$ cat config.mk
export PLATFORM = sky130hd
export DESIGN_NAME = ipm_ad_ctrl
export DESIGN_NICKNAME = d
export VERILOG_FILES = /design/src/rtl/core/ipm_ad_pkg.sv /design/src/rtl/core/ipm_ad_ctrl.sv
export VERILOG_INCLUDE_DIRS = /design/src /design/src/rtl/core
export SDC_FILE = /design/constraint.sdc
export NUM_CORES = 1
export LEC_CHECK = 0
export BUFFER_PORTS_ARGS = -buffer_cell sky130_fd_sc_hd__buf_2
export CORE_MARGIN = 10
export CORE_UTILIZATION = 39
export CTS_CLUSTER_SIZE = 30
export DETAILED_ROUTE_END_ITERATION = 16
export GPL_ROUTABILITY_DRIVEN = 0
export GPL_TIMING_DRIVEN = 0
export PLACE_DENSITY_LB_ADDON = 0.08
export SLEW_MARGIN = 40
export SYNTH_ARGS = -nofsm -noshare
export SYNTH_HDL_FRONTEND = slang
export SYNTH_SLANG_ARGS = --single-unit
$ cat constraint.sdc
create_clock -name clk_i -period 1.9 [get_ports clk_i]
set_input_delay 0.38 -clock clk_i [delete_from_list [all_inputs] [get_ports clk_i]]
set_output_delay 0.38 -clock clk_i [all_outputs]
set_load 0.02 [all_outputs]
$ cat src/rtl/core/iq_power_meter_attack_decay_core_defines.svh
// Assertion helpers used by the power meter control RTL.
`ifndef IQ_POWER_METER_ATTACK_DECAY_CORE_DEFINES_SVH
`define IQ_POWER_METER_ATTACK_DECAY_CORE_DEFINES_SVH

// Checks that the consequent holds in the same cycle as the antecedent.
`define IPM_AD_ASSERT_NOW(label, clk, rst_n, ante, cons, msg) \
  label: assert property (@(posedge clk) disable iff (!rst_n) (ante) |-> (cons)) \
    else $error(msg);

// Checks that the consequent holds in the cycle after the antecedent.
`define IPM_AD_ASSERT_NEXT(label, clk, rst_n, ante, cons, msg) \
  label: assert property (@(posedge clk) disable iff (!rst_n) (ante) |=> (cons)) \
    else $error(msg);

`endif

$ cat src/rtl/core/ipm_ad_pkg.sv
`default_nettype none

package ipm_ad_pkg;

  localparam int SAMPLE_BITS  = 16;
  localparam int PWR_W        = 2 * SAMPLE_BITS;
  localparam int NORM_STEPS   = $clog2(PWR_W);
  localparam int EXP_W        = $clog2(PWR_W);
  localparam int FRAC_BITS    = 16;
  localparam int LOG_W        = EXP_W + FRAC_BITS;
  localparam int DIFF_W       = LOG_W + 1;
  localparam int MANT_W       = 31;
  localparam int SQR_ITERS    = 16;
  localparam int CNT_W        = $clog2(SQR_ITERS);
  localparam int MUL_W        = 33;
  localparam int PROD_W       = 2 * MUL_W;
  localparam int DB_PER_LOG2  = 50504453;

  localparam logic signed [15:0] LEVEL_RESET = -16'sd30720;
  localparam logic signed [15:0] LEVEL_MIN   = 16'sh8000;
  localparam logic [16:0]        ALPHA_ONE   = 17'h10000;

  localparam logic [1:0] CFG_ATTACK_ALPHA = 2'd0;
  localparam logic [1:0] CFG_DECAY_ALPHA  = 2'd1;
  localparam logic [1:0] CFG_CAL_OFFSET   = 2'd2;

  typedef struct packed {
    logic [16:0]        attack_alpha;
    logic [16:0]        decay_alpha;
    logic signed [15:0] cal_offset;
  } cfg_t;

  localparam cfg_t CFG_RESET = '{
    attack_alpha: ALPHA_ONE,
    decay_alpha:  ALPHA_ONE,
    cal_offset:   16'sd1280
  };

  typedef enum logic [3:0] {
    ST_IDLE,
    ST_MUL_I,
    ST_MUL_Q,
    ST_SUM,
    ST_NORM,
    ST_MANT,
    ST_SQR_MUL,
    ST_SQR_UPD,
    ST_SCALE,
    ST_LEVEL,
    ST_ATK_MUL,
    ST_ATK_UPD,
    ST_DEC_UPD,
    ST_PICK,
    ST_OUT
  } state_e;

  typedef enum logic [3:0] {
    OP_NONE,
    OP_LOAD,
    OP_MUL_I,
    OP_MUL_Q,
    OP_SUM,
    OP_NORM,
    OP_MANT,
    OP_SQR_MUL,
    OP_SQR_UPD,
    OP_SCALE,
    OP_LEVEL,
    OP_ATK_MUL,
    OP_ATK_UPD,
    OP_DEC_UPD,
    OP_PICK,
    OP_OUT
  } dp_op_e;

  typedef struct packed {
    dp_op_e           op;
    logic [CNT_W-1:0] step;
  } dp_cmd_t;

  // Evaluated at elaboration only, for the full-scale reference level.
  function automatic longint unsigned log2_q16_const(input longint unsigned x);
    longint unsigned m;
    longint unsigned frac;
    int              e;
    e    = 0;
    frac = 0;
    for (int k = 1; k < 64; k++) begin
      if (x[k]) begin
        e = k;
      end
    end
    if (e >= 30) begin
      m = x >> (e - 30);
    end else begin
      m = x << (30 - e);
    end
    for (int k = 0; k < FRAC_BITS; k++) begin
      m    = (m * m) >> 30;
      frac = frac << 1;
      if (m >= 64'h8000_0000) begin
        frac = frac | 64'd1;
        m    = m >> 1;
      end
    end
    return (longint'(e) << FRAC_BITS) + frac;
  endfunction

  localparam longint unsigned FULL_SCALE = (64'd1 << (SAMPLE_BITS - 1)) - 64'd1;
  localparam logic [LOG_W-1:0] LOG_FS =
    LOG_W'(log2_q16_const(FULL_SCALE * FULL_SCALE));

  function automatic logic signed [15:0] sat16(input logic signed [39:0] v);
    logic signed [15:0] r;
    if (v > 40'sd32767) begin
      r = 16'sh7fff;
    end else if (v < -40'sd32768) begin
      r = 16'sh8000;
    end else begin
      r = 16'(v);
    end
    return r;
  endfunction

  function automatic logic [16:0] clamp_alpha(input logic [16:0] a);
    logic [16:0] r;
    if (a[16] && (a[15:0] != 16'd0)) begin
      r = ALPHA_ONE;
    end else begin
      r = a;
    end
    return r;
  endfunction

endpackage

`default_nettype wire

$ cat src/rtl/core/ipm_ad_ctrl.sv
`default_nettype none
`include "iq_power_meter_attack_decay_core_defines.svh"

module ipm_ad_ctrl
  import ipm_ad_pkg::*;
(
  input  logic    clk_i,
  input  logic    rst_ni,
  input  logic    in_valid_i,
  output logic    in_ready_o,
  output logic    out_valid_o,
  input  logic    out_ready_i,
  output dp_cmd_t cmd_o
);

  localparam logic [CNT_W-1:0] NORM_LAST = CNT_W'(NORM_STEPS - 1);
  localparam logic [CNT_W-1:0] SQR_LAST  = CNT_W'(SQR_ITERS - 1);

  state_e           state_q, state_d;
  logic [CNT_W-1:0] cnt_q, cnt_d;
  logic             out_valid_q, out_valid_d;
  logic             out_free;

  assign out_free    = !out_valid_q || out_ready_i;
  assign out_valid_o = out_valid_q;

  always_comb begin
    state_d     = state_q;
    cnt_d       = cnt_q;
    out_valid_d = out_valid_q && !out_ready_i;
    case (state_q)
      ST_IDLE: begin
        if (in_valid_i) begin
          state_d = ST_MUL_I;
        end
      end
      ST_MUL_I: state_d = ST_MUL_Q;
      ST_MUL_Q: state_d = ST_SUM;
      ST_SUM: begin
        state_d = ST_NORM;
        cnt_d   = '0;
      end
      ST_NORM: begin
        if (cnt_q == NORM_LAST) begin
          state_d = ST_MANT;
          cnt_d   = '0;
        end else begin
          cnt_d = cnt_q + 1'b1;
        end
      end
      ST_MANT:    state_d = ST_SQR_MUL;
      ST_SQR_MUL: state_d = ST_SQR_UPD;
      ST_SQR_UPD: begin
        if (cnt_q == SQR_LAST) begin
          state_d = ST_SCALE;
          cnt_d   = '0;
        end else begin
          state_d = ST_SQR_MUL;
          cnt_d   = cnt_q + 1'b1;
        end
      end
      ST_SCALE:   state_d = ST_LEVEL;
      ST_LEVEL:   state_d = ST_ATK_MUL;
      ST_ATK_MUL: state_d = ST_ATK_UPD;
      ST_ATK_UPD: state_d = ST_DEC_UPD;
      ST_DEC_UPD: state_d = ST_PICK;
      ST_PICK:    state_d = ST_OUT;
      ST_OUT: begin
        if (out_free) begin
          state_d     = ST_IDLE;
          out_valid_d = 1'b1;
        end
      end
      default: state_d = ST_IDLE;
    endcase
  end

  always_comb begin
    in_ready_o  = 1'b0;
    cmd_o.op    = OP_NONE;
    cmd_o.step  = cnt_q;
    case (state_q)
      ST_IDLE: begin
        in_ready_o = 1'b1;
        if (in_valid_i) begin
          cmd_o.op = OP_LOAD;
        end
      end
      ST_MUL_I:   cmd_o.op = OP_MUL_I;
      ST_MUL_Q:   cmd_o.op = OP_MUL_Q;
      ST_SUM:     cmd_o.op = OP_SUM;
      ST_NORM:    cmd_o.op = OP_NORM;
      ST_MANT:    cmd_o.op = OP_MANT;
      ST_SQR_MUL: cmd_o.op = OP_SQR_MUL;
      ST_SQR_UPD: cmd_o.op = OP_SQR_UPD;
      ST_SCALE:   cmd_o.op = OP_SCALE;
      ST_LEVEL:   cmd_o.op = OP_LEVEL;
      ST_ATK_MUL: cmd_o.op = OP_ATK_MUL;
      ST_ATK_UPD: cmd_o.op = OP_ATK_UPD;
      ST_DEC_UPD: cmd_o.op = OP_DEC_UPD;
      ST_PICK:    cmd_o.op = OP_PICK;
      ST_OUT: begin
        if (out_free) begin
          cmd_o.op = OP_OUT;
        end
      end
      default: cmd_o.op = OP_NONE;
    endcase
  end

  always_ff @(posedge clk_i or negedge rst_ni) begin
    if (!rst_ni) begin
      state_q     <= ST_IDLE;
      cnt_q       <= '0;
      out_valid_q <= 1'b0;
    end else begin
      state_q     <= state_d;
      cnt_q       <= cnt_d;
      out_valid_q <= out_valid_d;
    end
  end

  `IPM_AD_ASSERT_NEXT(a_accept_starts, clk_i, rst_ni, in_valid_i && in_ready_o,
    state_q == ST_MUL_I, "An accepted item did not start the power multiply.")
  `IPM_AD_ASSERT_NEXT(a_sqr_loop, clk_i, rst_ni,
    state_q == ST_SQR_UPD && cnt_q != SQR_LAST,
    state_q == ST_SQR_MUL && cnt_q == $past(cnt_q) + 1'b1,
    "The squaring loop skipped or repeated an iteration.")
  `IPM_AD_ASSERT_NOW(a_result_from_out, clk_i, rst_ni, $rose(out_valid_q),
    $past(state_q) == ST_OUT, "A result appeared outside the output step.")
  `IPM_AD_ASSERT_NOW(a_norm_bound, clk_i, rst_ni, state_q == ST_NORM,
    cnt_q <= NORM_LAST, "The normalization step count ran past its end.")

endmodule

`default_nettype wire

# == Word level (Yosys, flattened, before mapping) ==
# Cells that the tools add are included.
# totals
regBits,9
input_bits,4
output_inout_bits,10
# op_classes
add_sub_neg,1
eq_ne,19
muxes,14
reduce_logical,7
# op_table
op,count
case mux 4 bit (15 select lines),2
equality test 4 bit (second input constant),8
2-to-1 mux 4 bit,7
equality test 4 x 3 -> 1 bit (second input constant),5
case mux 4 bit (3 select lines),1
equality test 4 x 2 -> 1 bit (second input constant),2
inequality test 2 bit (second input constant),3
adder 4 x 1 -> 4 bit (second input constant),1
equality test 4 x 1 -> 1 bit (second input constant),1
logical NOT 4 bit,1
2-to-1 mux 1 bit,4
AND reduction 3 bit,1
nonzero test 3 bit,1
logical NOT 1 bit,2
logical AND 1 bit,1
logical OR 1 bit,1

# == Logic depth before layout (Yosys ltp) ==
# Gate-level depths: netlist (run 1).
# depth
depth_word,4
mapped_depth,6
depth_no_buf,6

# == Least setup slack after synthesis (run 1) ==
# Ideal clock, no wire load.
# synth_path
kind,register -> output
from,reg state_q[0]
to,out in_ready_o
arrival_ns,1.196
path_slack_ns,0.324
path_stages_with_launch,4
path_cell_list,dfrtp_1 > buf_6 > or2_4 > nor3_1
# synth_between
elab_chain_len,2
# synth_rtl
element,line,rtl
start: declaration,ipm_ad_ctrl.sv:19,"state_e state_q, state_d;"
start signal: assignment,ipm_ad_ctrl.sv:117,state_q <= state_d;
logical NOT 4 bit,ipm_ad_ctrl.sv:82,case (state_q)
2-to-1 mux 1 bit,ipm_ad_ctrl.sv:82,
end: declaration,ipm_ad_ctrl.sv:10,"output logic in_ready_o,"
# Every way passes these cells.

==> results.yml, run 1 <==
finish:
  postLayoutCoreUtil_pct: 51.87
  area_growth_pct: 21.95
  fillers: 156
  drive_above_1_share_pct: 26.80
  diodes: 0
  layout.nets: 104
floorplanning:
  die_height_um: 61
  start_util_pct: 42.53
  coreArea_mm2: 0.001541
  die_x_um: 61
  num_rows: 14
  num_io_pins: 14
  floorplan.die_area_mm2: 0.003721
synthesis:
  ys_async_sr_fraction_pct: 100.0
  yosysMostFrequentCell: "o21ai_0"
  synth_edf_count: 0
  synthCells: 79
  synth_ff_type: "dfrtp_1"
  synth_cell_types: 33
  synth_top_area_cell: "dfrtp_1"
  synthTopCellsByArea: "dfrtp_1 (34%), o21ai_0 (8.4%), nor2_1 (5.2%), o32ai_4 (4.2%), ha_1 (3.8%)"
  synth_area_um2: 655.6
  syn_nets: 85
  yosys.area.top_type_share_pct: 34.35
  ys_top_cells_by_count: "o21ai_0 (11), dfrtp_1 (9), nor2_1 (9), nand2_1 (5)"
  synth_seq_area_share_pct: 34.35
  synth_seq_cells: 9
  synth.avg_cell_area_um2: 8.299
  yosys_warnings: 0
global_routing:
  antenna_found_initial: 0
  grt_usage_pct: 9.201
  grt_pass1_vias: 569
  grt_pass1_wl_um: 2622
  gr-total-overflow: 0
  grt_max_degree: 20
clocking:
  cts_buffer_depth: 2
  cts_tree: "built"
  cts_root_buffer: "clkbuf_4"
  clock-sinks: 9
  clock_latency_ns: 0.27
  path_clk_slew_ns: 0.07
  cts-buffers-inserted: 3
  cts.htree.levels: 1
sta:
  setup_viol: 0
  fin_crit_ns: 1.812
  hold_viol: 0
  finClkSkew_ns: 0.002943
  whs_ns: 0.4987
  fin_crit_sh_pct: 95.38
  fmaxAchievable_mhz: 551.8
  worst_pin_slew_ns: 0.2505
  max-slew-margin-rel_pct: 83.12
  rsz0062_at_grt: "no"
  drv_slew: 0
  setup-tns-final_ns: 0
flow_run:
  maxCapViolations: 0
setup_path:
  critPathRequiredTime_ns: 1.52
  cp.arrival_ns: 1.43
  endpoint_kind: "primary output"
  setup.worst_path.class: "reg2out"
  startpoint_type: "flop"
  critPathMaxFanout: 10
routing:
  drtPass1Iterations: 4
  wirelength_um: 1653
  drc: 0
  vias: 630
  routedWlPerCell_um: 14.63
  final_antenna_net_count: 0
  dr.first_iter.drc_count: 25
  vias_per_cell: 5.575
power_and_ir_drop:
  leakagePower_nw: 0.3716
  powerDensity_mw_per_mm2: 1683
  ir_worst_vdd_mv: 0.8853
  p_total_w: 0.001346
min_path:
  hp-class: "in2async"
placed_design:
  dp_hpwl_um: 1252
  port_buffers: 13
status:
  status: "completed"
-- placed cells by master, fill, tap and decap left out, drive strengths merged, types with 2 or more instances in the layout --
master   n
buf     16
o21ai   11
nor2     9
dfrtp    9
clkbuf   6
nand2    5
inv      4
a21oi    4
nand2b   3
nor3     2
nor2b    2
nand3    2
a31oi    2
and3     2
ha       2
-- cell type report --
| class | count | area (µm²) | area share (%) |
|---|---|---|---|
| Multi-Input combinational cell | 61 | 395.4 | 49.45 |
| Sequential cell | 9 | 226.5 | 28.33 |
| Inverter | 4 | 15.01 | 1.878 |
| Timing Repair Buffer | 15 | 82.58 | 10.33 |
| Tap cell | 16 | 20.02 | 2.504 |
| Buffer | 4 | 33.78 | 4.225 |
| Clock buffer | 4 | 26.28 | 3.286 |
-- per-layer routing --
metal / vias to the layer above / track usage [%] / routed length, µm
met3: 2 / 4.593 / 135
li1: 327 / - / -
met2: 23 / 12.95 / 683
met4: 0 / 1.881 / 13
met5: - / 0 / 0
met1: 278 / 12.28 / 821
-- state kept, by name, indices dropped and copies added, names as in the netlist --
name,flops
out_valid_o,1
cnt_q,4
state_q,4
-- what timing repair did --
action | CTS | global route
resized for setup | 3 | 8
hold buffers | 1 | 0
setup buffers | 0 | 1
endpoints found under the hold margin | 9 | 0
setup endpoints to repair | 4 | 3
-- per-stage QoR --
step                      instance area, µm²  std cells  setup WS [ns]
final                                  799.5        113        0.08772
after CTS                              777.0        112        0.01424
after detailed placement               740.7        108         0.1451
after floorplan                        655.6         79         0.3240
after global routing                   799.5        113       0.001548
after global placement                 740.7        108         0.1091
-- worst max-delay path, stage by stage (launching register included) --
cell and delay, ns:
dfrtp_1 0.40, buf_4 0.18, nor4_2 0.26, nor2_1 0.07
o21a_1 0.10, buf_2 0.15
-- power breakdown --
group	switching [W]	internal [W]	total, W
Clock	0.0000732	0.0000813	0.000154
Combinational	0.000510	0.000343	0.000853
Sequential	0.0000770	0.000261	0.000338
-- logic make-up (layout without fill, tap and decap cells) --
kind of cell / Yosys count / in the layout / share of synthesized area, %
DFF: 9 / 9 / 34.35
adders and majority gates: 2 / 2 / 3.816
and+or+nand+nor: 32 / 32 / 25.96
AOI/OAI and AO/OA: 26 / 26 / 27.86
buffers and inverters: 9 / 27 / 6.296
muxes: 1 / 1 / 1.717
-- worst paths after layout --
check,cells after the start,from,end,slack (ns)
max in group asynchronous,2,rst_ni,state_q[2],1.19
setup / recovery,5,state_q[1],cmd_o[4],0.09
min in group clk_i,3,out_ready_i,out_valid_o,0.52
hold reg to reg,1,cnt_q[3],cnt_q[3],0.55
setup reg to reg,6,cnt_q[1],state_q[0],0.37
hold / removal,2,rst_ni,cnt_q[3],0.50
(Power assumes the default switching activity.)
==> run 2: changes to the inputs <==
--- a/config.mk
+++ b/config.mk
@@ -14,6 +14,7 @@
 export GPL_ROUTABILITY_DRIVEN = 0
 export GPL_TIMING_DRIVEN = 0
 export PLACE_DENSITY_LB_ADDON = 0.08
+export SETUP_SLACK_MARGIN = 0.5
 export SLEW_MARGIN = 40
 export SYNTH_ARGS = -nofsm -noshare
 export SYNTH_HDL_FRONTEND = slang
==> results.yml, run 2 (synthesis results as in run 1) <==
clocking:
  path_clk_slew_ns: 0.07
  cts_buffer_depth: 2
  cts-buffers-inserted: 3
  cts_root_buffer: "clkbuf_4"
  cts.htree.levels: 1
  clock_latency_ns: 0.28
  cts_tree: "built"
  clock-sinks: 9
routing:
  routedWlPerCell_um: 16.47
  vias_per_cell: 5.626
  wirelength_um: 2158
  vias: 737
  final_antenna_net_count: 0
  drc: 0
  drtPass1Iterations: 4
  dr.first_iter.drc_count: 15
finish:
  postLayoutCoreUtil_pct: 72.48
  seqCellArea_um2: 230.2
  fillers: 109
  final_cell_mix: "buf_4 (15), buf_6 (11), nor2_1 (7), buf_2 (6)"
  layout_commonest_cell: "buf_4"
  layout.nets: 122
  drive_above_1_share_pct: 56.52
  multi_input_area_um2: 475.5
  area_growth_pct: 70.42
  diodes: 0
global_routing:
  grt_usage_pct: 12.35
  antenna_found_initial: 0
  grt_pass1_wl_um: 3553
  grt_pass1_vias: 746
  grt_max_degree: 11
  gr-total-overflow: 0
sta:
  setup_viol: 0
  setup-tns-final_ns: 0
  rsz0062_at_grt: "yes"
  drv_slew: 0
  hold_viol: 0
  fin_crit_sh_pct: 93.96
  worst_pin_slew_ns: 0.2607
  max-slew-margin-rel_pct: 82.58
  fin_crit_ns: 1.785
  final.setup.worst_slack_ns: 0.1148
  finClkSkew_ns: 0.002669
  fmaxAchievable_mhz: 560.2
power_and_ir_drop:
  ir_worst_vdd_mv: 1.051
  p_total_w: 0.001957
  powerDensity_mw_per_mm2: 1752
  leakagePower_nw: 0.5024
setup_path:
  crit_path_cell_trace: "clkbuf_8 > a31oi_1 > mux2_2 > buf_4"
  cp.arrival_ns: 1.41
  cp_slowest_cell: "dfrtp_1"
  cpPeakStageDelay_ns: 0.39
  endpoint_kind: "primary output"
  critPathMaxFanout: 10
  startpoint_type: "flop"
  setup.worst_path.class: "reg2out"
  critPathRequiredTime_ns: 1.52
floorplanning:
  num_rows: 14
  num_io_pins: 14
  start_util_pct: 42.53
  coreArea_mm2: 0.001541
  die_x_um: 61
  die_height_um: 61
  floorplan.die_area_mm2: 0.003721
status:
  status: "completed"
flow_run:
  maxCapViolations: 0
placed_design:
  dp_hpwl_um: 1264
  place_ws_ns: 0.2843
  port_buffers: 13
min_path:
  hp-class: "in2async"
[run 2: area by class of cell]
type	instances	share of cell area (%)
Timing Repair Buffer	32	24.52
Multi-Input combinational cell	61	42.55
Sequential cell	9	20.60
Clock buffer	4	2.352
Tap cell	16	1.792
Buffer	5	6.831
Inverter	4	1.344
[run 2: report_power, final]
group / leakage (nW) / switching (W) / internal, W
Combinational: 0.384 / 0.000688 / 0.000756
Clock: 0.0150 / 0.0000842 / 0.0000816
Sequential: 0.103 / 0.0000820 / 0.000266
[run 2: worst paths after layout]
kind | to | cells past startpoint | from | slack, ns
min in group clk_i | state_q[0] | 4 | in_valid_i | 0.56
min | cnt_q[3] | 2 | rst_ni | 0.48
max | cmd_o[5] | 4 | state_q[3] | 0.11
max in group asynchronous | out_valid_o | 2 | rst_ni | 1.22
max reg2reg | cnt_q[3] | 6 | state_q[1] | 0.34
min reg2reg | cnt_q[3] | 1 | cnt_q[3] | 0.56
[run 2: metrics by stage]
step | hold slack [ns] | area, µm² | cells
finish | 0.4801 | 1117 | 131
global route | 0.5120 | 1117 | 131
CTS | 0.4997 | 1061 | 131
detailed placement | 0.2501 | 764.5 | 108
global placement | 0.2491 | 764.5 | 108
floorplan | 0.08441 | 679.4 | 79
[run 2: metal layers]
layer,global-route usage [%],up-vias,wire length [µm]
met5,0,-,0
met4,4.389,0,49
met3,5.010,4,149
met2,19.94,20,974
met1,14.37,351,984
li1,-,362,-
[run 2: worst max-delay path: cells and delay by family, from the launching register on]
| kind | cells | cell delay, ns |
|---|---|---|
| AO/OA/AOI/OAI | 1 | 0.10 |
| flip-flops | 1 | 0.39 |
| buffers and inverters | 2 | 0.36 |
| multiplexers | 1 | 0.28 |
[run 2: timing repair]
item / 4_1_cts / 5_1_grt
buffers inserted: 18 / 0
setup endpoints to repair: 8 / 14
resized for setup: 28 / 18
pin swaps: 12 / 4
hold endpoints to repair: 9 / 0
hold buffers: 1 / 0
